==> src/hw/rtl/mrx_pkg.sv <==
// Package: shared types and constants for the Manchester line receiver.
package mrx_pkg;

    // Width of the sample delay register and its reset value
    localparam int unsigned CFG_WIDTH          = 16;
    localparam logic [15:0] SAMPLE_DELAY_RESET = 16'd68;

    // Delay counter width default
    localparam int unsigned DELAY_WIDTH_DEFAULT = 16;

    // Byte framing: a second start edge after the half byte, emit after a full byte
    localparam logic [3:0] HALF_BYTE_BITS = 4'd4;
    localparam logic [3:0] FULL_BYTE_BITS = 4'd8;

    // Receiver phase
    typedef enum logic [1:0] {
        PH_WAIT_A    = 2'd0,
        PH_WAIT_B    = 2'd1,
        PH_DELAY     = 2'd2,
        PH_WAIT_EDGE = 2'd3
    } t_phase;

    // Result handed from the decoder to the output register
    typedef struct packed {
        logic       valid;
        logic [7:0] data;
    } t_result;

endpackage

==> src/hw/rtl/mrx_if.sv <==
// Interfaces: line sample channel and received byte channel.
interface mrx_line_if;
    logic valid;
    logic ready;
    logic line_level;

    modport source (output valid, output line_level, input ready);
    modport sink   (input valid, input line_level, output ready);
endinterface

interface mrx_byte_if;
    logic       valid;
    logic       ready;
    logic [7:0] received_byte;

    modport source (output valid, output received_byte, input ready);
    modport sink   (input valid, input received_byte, output ready);
endinterface

==> src/hw/rtl/mrx_decode.sv <==
// Decoder: edge detection, phase machine, delay counter and bit shifter.
module mrx_decode
    import mrx_pkg::*;
#(
    parameter int unsigned DELAY_WIDTH = DELAY_WIDTH_DEFAULT
) (
    input  logic                 i_clk,
    input  logic                 i_rst_n,
    input  logic                 i_cfg_wr_en,
    input  logic [CFG_WIDTH-1:0] i_cfg_wr_data,
    input  logic                 i_accept,
    input  logic                 i_level,
    output t_result              o_result
);

    localparam int unsigned EXT_WIDTH = (DELAY_WIDTH > CFG_WIDTH) ? DELAY_WIDTH : CFG_WIDTH;

    logic [CFG_WIDTH-1:0]   r_sample_delay;
    t_phase                 r_phase, n_phase;
    logic [DELAY_WIDTH-1:0] r_delay_count, n_delay_count;
    logic [3:0]             r_bit_count, n_bit_count;
    logic [7:0]             r_shift_byte, n_shift_byte;
    logic                   r_last_level;

    logic [EXT_WIDTH-1:0]   delay_ext;
    logic [DELAY_WIDTH-1:0] delay_load;
    logic                   edge_seen;
    logic                   fall_seen;
    logic                   delay_done;

    // Fit the configured delay to the counter width
    assign delay_ext  = EXT_WIDTH'(r_sample_delay);
    assign delay_load = delay_ext[DELAY_WIDTH-1:0];

    assign edge_seen  = i_level != r_last_level;
    assign fall_seen  = r_last_level && !i_level;
    assign delay_done = r_delay_count <= DELAY_WIDTH'(1);

    // Next phase
    always_comb begin
        n_phase = r_phase;
        unique case (r_phase)
            PH_WAIT_A, PH_WAIT_B: begin
                if (fall_seen) n_phase = PH_DELAY;
            end
            PH_DELAY: begin
                if (delay_done) n_phase = PH_WAIT_EDGE;
            end
            PH_WAIT_EDGE: begin
                if (edge_seen) begin
                    priority if (r_bit_count == HALF_BYTE_BITS) n_phase = PH_WAIT_B;
                    else if (r_bit_count == FULL_BYTE_BITS)     n_phase = PH_WAIT_A;
                    else                                        n_phase = PH_DELAY;
                end
            end
            default: n_phase = PH_WAIT_A;
        endcase
    end

    // Datapath and result for the current sample
    always_comb begin
        n_delay_count   = r_delay_count;
        n_bit_count     = r_bit_count;
        n_shift_byte    = r_shift_byte;
        o_result.valid  = 1'b0;
        o_result.data   = r_shift_byte;
        unique case (r_phase)
            PH_WAIT_A: begin
                if (fall_seen) begin
                    n_shift_byte  = 8'd0;
                    n_bit_count   = 4'd0;
                    n_delay_count = delay_load;
                end
            end
            PH_WAIT_B: begin
                if (fall_seen) n_delay_count = delay_load;
            end
            PH_DELAY: begin
                if (delay_done) begin
                    n_delay_count = '0;
                    n_shift_byte  = r_shift_byte | (8'(i_level) << r_bit_count[2:0]);
                    n_bit_count   = r_bit_count + 4'd1;
                end else begin
                    n_delay_count = r_delay_count - DELAY_WIDTH'(1);
                end
            end
            PH_WAIT_EDGE: begin
                if (edge_seen) begin
                    priority if (r_bit_count == HALF_BYTE_BITS) begin
                        n_delay_count = r_delay_count;
                    end else if (r_bit_count == FULL_BYTE_BITS) begin
                        o_result.valid = i_accept;
                    end else begin
                        n_delay_count = delay_load;
                    end
                end
            end
            default: n_delay_count = r_delay_count;
        endcase
    end

    // Hold the delay setting
    always_ff @(posedge i_clk) begin
        if (!i_rst_n) begin
            r_sample_delay <= SAMPLE_DELAY_RESET;
        end else if (i_cfg_wr_en) begin
            r_sample_delay <= i_cfg_wr_data;
        end
    end

    // Advance state on each accepted sample
    always_ff @(posedge i_clk) begin
        if (!i_rst_n) begin
            r_phase       <= PH_WAIT_A;
            r_delay_count <= '0;
            r_bit_count   <= 4'd0;
            r_shift_byte  <= 8'd0;
            r_last_level  <= 1'b1;
        end else if (i_accept) begin
            r_phase       <= n_phase;
            r_delay_count <= n_delay_count;
            r_bit_count   <= n_bit_count;
            r_shift_byte  <= n_shift_byte;
            r_last_level  <= i_level;
        end
    end

endmodule

==> src/hw/rtl/mrx_out_reg.sv <==
// Output register: holds one received byte until the consumer takes it.
module mrx_out_reg
    import mrx_pkg::*;
(
    input  logic               i_clk,
    input  logic               i_rst_n,
    input  t_result            i_result,
    output logic               o_space,
    mrx_byte_if.source         o_byte
);

    logic       r_valid;
    logic [7:0] r_data;

    // Room when empty or when the held byte leaves this cycle
    assign o_space = !r_valid || o_byte.ready;

    assign o_byte.valid         = r_valid;
    assign o_byte.received_byte = r_data;

    // Load a new byte, drop the held one once taken
    always_ff @(posedge i_clk) begin
        if (!i_rst_n) begin
            r_valid <= 1'b0;
        end else if (o_space) begin
            r_valid <= i_result.valid;
        end
    end

    always_ff @(posedge i_clk) begin
        if (o_space && i_result.valid) begin
            r_data <= i_result.data;
        end
    end

endmodule

==> src/hw/rtl/manchester_receiver.sv <==
// Top level: Manchester line receiver with three-quarter-bit sampling.
//
// Usage:
//   i_rx carries one receive-line level per request (line_level, 1 = high).
//   o_byte carries each completed byte, first received bit in bit zero.
//   i_cfg_wr_en / i_cfg_wr_data write the sample delay in samples, counted
//   from a qualifying edge to the sample that is shifted in (0 acts as 1).
// Throughput: one line sample per cycle while i_rx.ready is high; the decoder
//   updates its phase, delay counter and shift byte in the cycle a sample is accepted.
// Output: a byte appears on o_byte in the cycle after the sample whose edge
//   closes the eighth bit.
// Reset: the decoder waits for a start falling edge, the previous level is
//   taken as high, the sample delay returns to 68 and o_byte is empty.
// Stall: o_byte has a one-byte output register; while it holds a byte that
//   is not taken, i_rx.ready drops and no sample is accepted, so the line
//   source must hold its request.
module manchester_receiver
    import mrx_pkg::*;
#(
    parameter int unsigned DELAY_WIDTH = DELAY_WIDTH_DEFAULT
) (
    input  logic                 i_clk,
    input  logic                 i_rst_n,
    input  logic                 i_cfg_wr_en,
    input  logic [CFG_WIDTH-1:0] i_cfg_wr_data,
    mrx_line_if.sink             i_rx,
    mrx_byte_if.source           o_byte
);

    logic    space;
    logic    accept;
    t_result result;

    assign i_rx.ready = space;
    assign accept     = i_rx.valid && space;

    mrx_decode #(
        .DELAY_WIDTH (DELAY_WIDTH)
    ) u_decode (
        .i_clk         (i_clk),
        .i_rst_n       (i_rst_n),
        .i_cfg_wr_en   (i_cfg_wr_en),
        .i_cfg_wr_data (i_cfg_wr_data),
        .i_accept      (accept),
        .i_level       (i_rx.line_level),
        .o_result      (result)
    );

    mrx_out_reg u_out_reg (
        .i_clk    (i_clk),
        .i_rst_n  (i_rst_n),
        .i_result (result),
        .o_space  (space),
        .o_byte   (o_byte)
    );

endmodule

==> src/flat_wrapper.sv <==
// flat-port wrapper written by rule: the top's interface ports become plain ports
module manchester_receiver_flat import mrx_pkg::*;
#(
    parameter int unsigned DELAY_WIDTH = DELAY_WIDTH_DEFAULT
)
  (i_clk, i_rst_n, i_cfg_wr_en, i_cfg_wr_data, i_rx_valid, i_rx_line_level, i_rx_ready, o_byte_valid, o_byte_received_byte, o_byte_ready);
  mrx_line_if i_rx_i ();
  mrx_byte_if o_byte_i ();
  input  logic i_clk;
  input  logic i_rst_n;
  input  logic i_cfg_wr_en;
  input  logic [CFG_WIDTH-1:0] i_cfg_wr_data;
  input wire logic [$bits(i_rx_i.valid)-1:0] i_rx_valid;
  input wire logic [$bits(i_rx_i.line_level)-1:0] i_rx_line_level;
  output wire logic [$bits(i_rx_i.ready)-1:0] i_rx_ready;
  output wire logic [$bits(o_byte_i.valid)-1:0] o_byte_valid;
  output wire logic [$bits(o_byte_i.received_byte)-1:0] o_byte_received_byte;
  input wire logic [$bits(o_byte_i.ready)-1:0] o_byte_ready;
  assign i_rx_i.valid = i_rx_valid;
  assign i_rx_i.line_level = i_rx_line_level;
  assign i_rx_ready = i_rx_i.ready;
  assign o_byte_valid = o_byte_i.valid;
  assign o_byte_received_byte = o_byte_i.received_byte;
  assign o_byte_i.ready = o_byte_ready;
  manchester_receiver #(.DELAY_WIDTH(DELAY_WIDTH)) u_core (.i_clk(i_clk), .i_rst_n(i_rst_n), .i_cfg_wr_en(i_cfg_wr_en), .i_cfg_wr_data(i_cfg_wr_data), .i_rx(i_rx_i), .o_byte(o_byte_i));
endmodule
==> config.mk <==
export PLATFORM = sky130hd
export DESIGN_NAME = manchester_receiver_flat
export DESIGN_NICKNAME = d
export VERILOG_FILES = /design/src/hw/rtl/mrx_pkg.sv /design/src/hw/rtl/mrx_if.sv /design/src/hw/rtl/mrx_decode.sv /design/src/hw/rtl/mrx_out_reg.sv /design/src/hw/rtl/manchester_receiver.sv /design/src/flat_wrapper.sv
export SDC_FILE = /design/constraint.sdc
export NUM_CORES = 1
export LEC_CHECK = 0
export ABC_AREA = 1
export ABC_CLOCK_PERIOD_IN_PS = 2800
export CORE_MARGIN = 5
export CORE_UTILIZATION = 65
export CTS_CLUSTER_SIZE = 12
export DETAILED_ROUTE_END_ITERATION = 12
export DONT_BUFFER_PORTS = 1
export GPL_ROUTABILITY_DRIVEN = 0
export GPL_TIMING_DRIVEN = 0
export PLACE_DENSITY = 0.86
export SLEW_MARGIN = 20
export SYNTH_ARGS = -nofsm -noshare
export SYNTH_HDL_FRONTEND = slang
export SYNTH_SLANG_ARGS = --single-unit
==> constraint.sdc <==
create_clock -name i_clk -period 2.8 [get_ports i_clk]
set_clock_uncertainty 0.15 [all_clocks]
set_input_delay 0.56 -clock i_clk [delete_from_list [all_inputs] [get_ports i_clk]]
set_output_delay 0.56 -clock i_clk [all_outputs]
set_load 0.01 [all_outputs]
==> results of run 1 <==
## worst max-delay path: cells and delay by family, from the launching register on
kind / cells / cell delay, ns
buffers and inverters: 2 / 0.18
DFF: 1 / 0.37
adders and majority gates: 1 / 0.20
and+or+nand+nor: 3 / 0.79
## report_power, final
group / leakage (nW) / internal [mW] / switching [mW]
registers: 0.469 / 0.858 / 0.0399
clock network: 0.0460 / 0.176 / 0.268
logic: 0.835 / 0.150 / 0.291
total: 1.35 / 1.18 / 0.600
## stage by stage
step / total power, mW / setup slack, ns / std cells
floorplan: 1.26 / 0.924 / 426
global placement: 1.33 / 0.759 / 480
detailed placement: 1.34 / 0.716 / 480
CTS: 1.78 / 0.725 / 488
global route: 1.89 / 0.598 / 488
finish: 1.78 / 0.739 / 488
## path summary, 6_finish.rpt
path,endpoint,cells past startpoint
worst max-delay path,u_core.u_out_reg.o_byte.received_byte[7],6
worst min-delay path,u_core.u_decode.delay_ext[8],2
worst max register to register,u_core.u_out_reg.o_byte.received_byte[7],6
worst min register to register,u_core.u_out_reg.o_byte.received_byte[4],0
## final cells by class
type / count / area [um^2] / share of cell area [%]
plain buffers: 14 / 103 / 3.21
clock buffers: 5 / 68.8 / 2.15
clock inverters: 3 / 17.5 / 0.548
inverters: 60 / 225 / 7.04
multi-input cells: 296 / 1520 / 47.4
flip-flops and latches: 56 / 1200 / 37.5
well taps: 54 / 67.6 / 2.11
## logic make-up (layout without fill, tap and decap cells)
logic type                 Yosys count  after routing  share of synthesized area (%)
and+or+nand+nor                    220            220                           33.1
buffers and inverters               74             82                           10.8
AOI/OAI and AO/OA                   64             64                           12.6
DFF                                 56             56                           39.4
xor gates and xnor gates             7              7                           2.01
adders and majority gates            5              5                           2.05
## flip-flops by register name, indices dropped and copies added (netlist names)
name                                   cells
u_core.u_decode.r_bit_count                4
u_core.u_out_reg.o_byte.valid              1
u_core.u_out_reg.o_byte.received_byte      8
u_core.u_decode.r_phase                    2
u_core.u_decode.r_delay_count             16
u_core.u_decode.r_last_level               1
u_core.u_decode.r_shift_byte               8
u_core.u_decode.delay_ext                 16
## cell usage in the layout (no fill, tap or decap)
cell,Yosys,final
nor2_2,19,19
buf_8,1,1
xnor2_1,2,2
clkinv_1,1,2
o21ai_1,4,4
a21oi_2,14,14
o21ai_0,18,18
nand2_4,2,2
buf_4,2,2
edfxtp_1,8,8
o211ai_2,1,1
and2_1,1,1
nand2_1,91,91
nor3_2,1,1
xor2_1,5,5
inv_6,0,1
nand2_2,4,4
inv_1,48,48
nand4_1,4,4
o21ai_2,1,1
clkbuf_8,0,5
dfxtp_1,48,48
clkinv_2,0,1
ha_1,5,5
nor2_1,63,63
nor2_4,6,6
clkbuf_1,4,4
buf_1,2,2
nand3_2,2,2
buf_2,1,1
nand3_1,27,27
buf_6,4,4
a21oi_1,26,26
inv_2,11,11
## metal layers
metal	GRT usage [%]	vias to the layer above	share of wire [%]
li1	-	1343	-
met1	30.7	1159	47
met2	35.4	87	45
met3	3.67	7	6.6
met4	5.77	0	1.2
met5	0	-	0
==> metrics.cfg, run 1 <==
[floorplanning]
die_y_um=78.5
num_io_pins=32
core_um2=4630
die_area_um2=6150
start_util_pct=65.8
rows=25
die_w_um=78.5

[timing]
maxSlewHeadroom_pct=50.8
setup_violations=0
hold-worst-slack_ns=0.229
rsz0062_at_grt=no
final-max-slew-violation-count=0
fin_crit_sh_pct=73.6
tightest_slew_ns=0.734
tns_ns=0
final_hold_viol_count=0
fin_crit_ns=2.06
clock.fmax_mhz=485

[global_route]
first_global_vias=2376
grt_max_degree=18
grt_antenna_before_repair=0
overflow=0
grt_pass1_wl_mm=10.9
track_usage_pct=22.0

[cells_and_area]
syn_to_final_growth_pct=5.05
stdcell_area_um2=3200
layout.nets=460
n_antenna_cell=0
fin_util_pct=69.1
drive_gt1_share_pct=17.5
fillers=373

[logic_synthesis]
yosysWarnings=0
ys_seq_area_share_pct=39.4
avgSynthCellArea_um2=7.15
synthFlopType=dfxtp_1
synth-edff-count=8
synth_top_area_share_pct=31.6
synth_cell_types=31
syn-instance-count=426
synth_most_common_cell=nand2_1
ys_ff_latch=56
async_flop_share_pct=0
synth_top_area_cell=dfxtp_1
synthTopCellsByCount=nand2_1, nor2_1, dfxtp_1, inv_1, nand3_1
netlist_area_um2=3050
syn_nets=453
synth_area_leaders=dfxtp_1, nand2_1, edfxtp_1, nor2_1, inv_1

[routing]
drt_pass1_iterations=4
totalWireLength_mm=6.26
drc_errors=0
routed_via_density=5.32
drtIter0Drc=190
routedWlPerCell_um=12.8
num_vias=2596
final_antenna_net_count=0

[worst_setup_path]
critPathArrivalTime_ns=1.86
cp_max_fo=9
cpMaxStageDelayCell=nor3_2
path_class=reg2reg
crit_required_ns=2.60
slowest_delay_ns=0.56
r2r-start=u_core.u_decode.r_bit_count[1]
crit_start=u_core.u_decode.r_bit_count[1]
end_kind=register
worstPathCellList=inv_1 -> ha_1 -> nand3_2 -> nor2_4 -> inv_2 -> nor3_2
start_kind=register
r2r_setup_slack_ns=0.74

[clocking]
hold_buffers=0
cts.sinks=56
cts.repair.resized=0
h-tree-depth=2
cts-root-buf=clkbuf_8
insertion_delay_ns=0.31
clk_path_buf_depth=2
cts_tree=built
post_cts_buffers=0
path_clk_slew_ns=0.10
cts-buffers-inserted=5

[place]
io_buffers=0
dp_hpwl_mm=4.56
placed_area_um2=3110

[run_status]
status=completed

[power_and_ir_drop]
leakagePower_nw=1.35
irDropWorstVdd_uv=469
p_per_area_nw_per_um2=558

[hold_path]
hold_class=in2reg
hp-start=i_cfg_wr_data[8]

[run]
max-cap-violations=0

(Power assumes the default switching activity.)
==> inputs of run 2 (changes only) <==
Settings changed: ABC_CLOCK_PERIOD_IN_PS 2800 to 2000, CORE_UTILIZATION 65 to 63, PLACE_DENSITY 0.86 to 0.84.
Clock period 2.8 ns to 2 ns, I/O delays scaled along.
==> metrics.cfg, run 2 (synthesis results as in run 1) <==
[worst_setup_path]
r2r-start=u_core.u_decode.r_bit_count[0]
r2r_setup_slack_ns=0.16
cp_common_cell=nor2_4
start_kind=register
path_class=reg2reg
end_kind=register
crit_required_ns=2.06
r2r_cells=10
worstPathCellList=inv_1 -> ha_1 -> nand3_2 -> nor2_4 -> nor2_4 -> inv_2 -> nor2_4 -> nand2_1 -> nor2_1 -> nor2_1
r2r-end=u_core.u_decode.r_delay_count[11]
cp_max_fo=9
slowest_delay_ns=0.41
cpMaxStageDelayCell=dfxtp_2
critPathArrivalTime_ns=1.90

[routing]
drt_pass1_iterations=4
routed_via_density=5.16
num_vias=2592
drtIter0Drc=194
drc_errors=0
routedWlPerCell_um=12.7
final_antenna_net_count=0
totalWireLength_mm=6.38

[power_and_ir_drop]
irDropWorstVdd_uv=486
leakagePower_nw=1.36
fin_total_pwr_mw=2.49
p_per_area_nw_per_um2=767

[hold_path]
hp-start=i_cfg_wr_data[6]
min_path_cells=2
hold_end=u_core.u_decode.delay_ext[6]
hold_class=in2reg

[cells_and_area]
drive_gt1_share_pct=18.2
layout.cells.non_filler=502
final_cell_mix=nand2_1, nor2_1, inv_1, dfxtp_1, nand3_1
syn_to_final_growth_pct=6.53
final_common_cell=nand2_1
n_antenna_cell=0
stdcell_area_um2=3240
fin_util_pct=68.7
layout.nets=461

[global_route]
first_global_vias=2409
grt_max_degree=18
track_usage_pct=21.9
overflow=0
grt_pass1_wl_mm=11.0
grt_antenna_before_repair=0

[timing]
hold-worst-slack_ns=0.0707
tightest_slew_ns=0.499
final-max-slew-violation-count=0
final_hold_viol_count=0
fin_ws_ns=0.163
setup_violations=0
tns_ns=0
maxSlewHeadroom_pct=66.8
clock.fmax_mhz=545
rsz0062_at_grt=no
fin_crit_ns=1.84
fin_crit_sh_pct=91.8

[floorplanning]
rows=25
num_io_pins=32
die_w_um=79.5
start_util_pct=64.5
core_um2=4720
die_y_um=79.5
die_area_um2=6320

[clocking]
path_clk_slew_ns=0.10
cts-root-buf=clkbuf_8
h-tree-depth=2
insertion_delay_ns=0.31
cts.sinks=56
cts_tree=built
cts-buffers-inserted=5
clk_path_buf_depth=2
hold_buffers=0

[run]
max-cap-violations=0

[place]
dp_hpwl_mm=4.74
placed_area_um2=3130
io_buffers=0
dp.cells=493
post-place-ws_ns=-0.0572

[run_status]
status=completed

==> run 2: changes by cell type in the layout (fill, tap and decap cells not counted), sizes merged <==
cell and change:
clkbuf +1, clkinv -1, buf +1
==> run 2: cell type report <==
class	count	area, um^2
Buffer	14	103
Clock buffer	6	72.6
Clock inverter	2	13.8
Fill cell	389	1480
Inverter	60	225
Multi-Input combinational cell	296	1520
Sequential cell	56	1200
Tap cell	67	83.8
Timing Repair Buffer	1	20.0
==> run 2: worst max-delay path: cells and delay by family (launching register included) <==
| kind | cells | cell delay (ns) |
|---|---|---|
| and+or+nand+nor | 7 | 0.77 |
| DFF | 1 | 0.41 |
| adders and majority gates | 1 | 0.24 |
| buffers and inverters | 2 | 0.17 |
==> run 2: worst max-delay path by stage <==
stage                                     startpoint                                        to  depth (start not counted)
global route        u_core.u_decode.r_delay_count[0]         u_core.u_decode.r_delay_count[12]                         10
finish                u_core.u_decode.r_bit_count[0]         u_core.u_decode.r_delay_count[11]                         10
detailed placement    u_core.u_decode.r_bit_count[0]  u_core.u_out_reg.o_byte.received_byte[2]                          6
CTS                   u_core.u_decode.r_bit_count[0]  u_core.u_out_reg.o_byte.received_byte[6]                          6
global placement      u_core.u_decode.r_bit_count[0]  u_core.u_out_reg.o_byte.received_byte[5]                          6
floorplan             u_core.u_decode.r_bit_count[0]  u_core.u_out_reg.o_byte.received_byte[0]                          6
==> run 2: what timing repair did <==
item	4_1_cts	5_1_grt
endpoints found under the setup margin	8	15
buffers inserted	0	1
pin swaps	0	1
gates resized for setup	1	2
==> run 2: layer usage <==
| layer | GRT usage, % | share of wire (%) |
|---|---|---|
| met5 | 0 | 0 |
| met4 | 6.53 | 1.2 |
| met2 | 33.8 | 46 |
| met3 | 4.29 | 5.6 |
| met1 | 31.0 | 47 |
==> run 2: power breakdown <==
group,internal (mW),leakage [nW],switching (mW)
clock,0.251,0.0456,0.360
combinational,0.210,0.847,0.408
sequential,1.20,0.470,0.0554
==> inputs of run 3 (changes only) <==
Settings changed: MAX_ROUTING_LAYER set to met4.
==> metrics.cfg, run 3 (synthesis results as in run 1) <==
[clocking]
h-tree-depth=2
cts_tree=built
insertion_delay_ns=0.31
path_clk_slew_ns=0.10
cts.sinks=56
clk_path_buf_depth=2
hold_buffers=0
cts-buffers-inserted=5
cts-root-buf=clkbuf_8

[place]
post-place-ws_ns=-0.0572
dp_hpwl_mm=4.74
io_buffers=0

[power_and_ir_drop]
irDropWorstVdd_uv=492
leakagePower_nw=1.36
power_frac_clock_pct=24.6
pwr-share-comb_pct=24.9
swShare_pct=33.2
power.switching_uw=828
p_int_mw=1.66
p_seq_share_pct=50.5
p_per_area_nw_per_um2=768

[timing]
rsz0062_at_grt=no
maxSlewHeadroom_pct=66.8
tightest_slew_ns=0.498
fin_crit_sh_pct=91.9
fin_crit_ns=1.84
final-max-slew-violation-count=0
final_hold_viol_count=0
clock.fmax_mhz=544
fin_ws_ns=0.162
setup_violations=0

[worst_setup_path]
end_kind=register
start_kind=register
r2r-start=u_core.u_decode.r_bit_count[0]
path_class=reg2reg
critPathArrivalTime_ns=1.90
r2r_setup_slack_ns=0.16
endpoint=u_core.u_decode.r_delay_count[11]
crit_start=u_core.u_decode.r_bit_count[0]
crit_required_ns=2.06
r2r_cells=10
cp_max_fo=9
r2r-end=u_core.u_decode.r_delay_count[11]

[routing]
drtIter0Drc=185
final_antenna_net_count=0
drc_errors=0
wl_met1_mm=3.05
route.met3.wl_um=320
totalWireLength_mm=6.41
route.met2.wl_mm=2.97
num_vias=2609
drt_pass1_iterations=4
routed_via_density=5.20
top_layer=met4
routedWlPerCell_um=12.8

[floorplanning]
num_io_pins=32
die_w_um=79.5
start_util_pct=64.5
rows=25
die_y_um=79.5
die_area_um2=6320
core_um2=4720

[cells_and_area]
layout.nets=461
syn_to_final_growth_pct=6.53
final_cell_mix=nand2_1, nor2_1, inv_1, dfxtp_1, nand3_1
final_common_cell=nand2_1
n_antenna_cell=0
drive_gt1_share_pct=18.2
fin_util_pct=68.7

[global_route]
grt_max_degree=18
grt_antenna_before_repair=0
overflow=0
grt_pass1_wl_mm=11.0
first_global_vias=2418
track_usage_pct=22.5

[hold_path]
min_path_cells=2
hp-start=i_cfg_wr_data[6]
hold_class=in2reg

[run]
max-cap-violations=0

[run_status]
status=completed

[run 3: cell counts in the layout (fill, tap and decap cells not counted)]
Identical to the previous run, type by type.
[run 3: layout make-up]
| cell class | count | area (um^2) |
|---|---|---|
| Multi-Input combinational cell | 296 | 1520 |
| Fill cell | 389 | 1480 |
| Sequential cell | 56 | 1200 |
| Inverter | 60 | 225 |
| Buffer | 14 | 103 |
| Tap cell | 67 | 83.8 |
| Clock buffer | 6 | 72.6 |
| Timing Repair Buffer | 1 | 20.0 |
| Clock inverter | 2 | 13.8 |
[run 3: through the flow]
step	power, mW	hold WS [ns]	std cells	area [um^2]	setup TNS [ns]
2_1_floorplan	1.77	0.258	426	3050	0
3_3_place_gp	1.86	0.262	493	3130	0
6_report	2.49	0.0679	502	3240	0
4_1_cts	2.50	0.0625	501	3220	0
3_5_place_dp	1.89	0.266	493	3130	-0.456
5_1_grt	2.64	0.0631	502	3240	0
[run 3: timing repair]
item	4_1_cts	5_1_grt
buffers inserted	0	1
hold endpoints to repair	0	0
endpoints found under the setup margin	8	15
pin swaps	0	1
resized for setup	1	2
[run 3: power by group through the flow]
stage / Combinational [mW] / Sequential, mW / Clock [mW]
finish: 0.620 / 1.26 / 0.614
global route: 0.702 / 1.27 / 0.675
CTS: 0.616 / 1.26 / 0.628
detailed placement: 0.605 / 1.28 / 0
global placement: 0.587 / 1.28 / 0
floorplan: 0.500 / 1.27 / 0
[run 3: how the worst min path moves through the flow]
stage / to / slack, ns
floorplan: u_core.u_out_reg.o_byte.received_byte[0] / 0.26
detailed placement: u_core.u_out_reg.o_byte.received_byte[6] / 0.27
global route: u_core.u_decode.delay_ext[6] / 0.06
finish: u_core.u_decode.delay_ext[6] / 0.07
global placement: u_core.u_out_reg.o_byte.received_byte[0] / 0.26
CTS: u_core.u_decode.delay_ext[6] / 0.06
[run 3: worst max-delay path: stages, from the launching register on]
cell	delay (ns)
dfxtp_2	0.41
inv_1	0.11
ha_1	0.24
nand3_2	0.10
nor2_4	0.05
nor2_4	0.14
inv_2	0.06
nor2_4	0.21
nand2_1	0.11
nor2_1	0.12
nor2_1	0.04
[run 3: layer usage]
metal / vias to the layer above / track usage, %
met5: - / -
met3: 8 / 4.18
met2: 69 / 33.9
li1: 1347 / -
met1: 1185 / 30.9
met4: 0 / 6.53
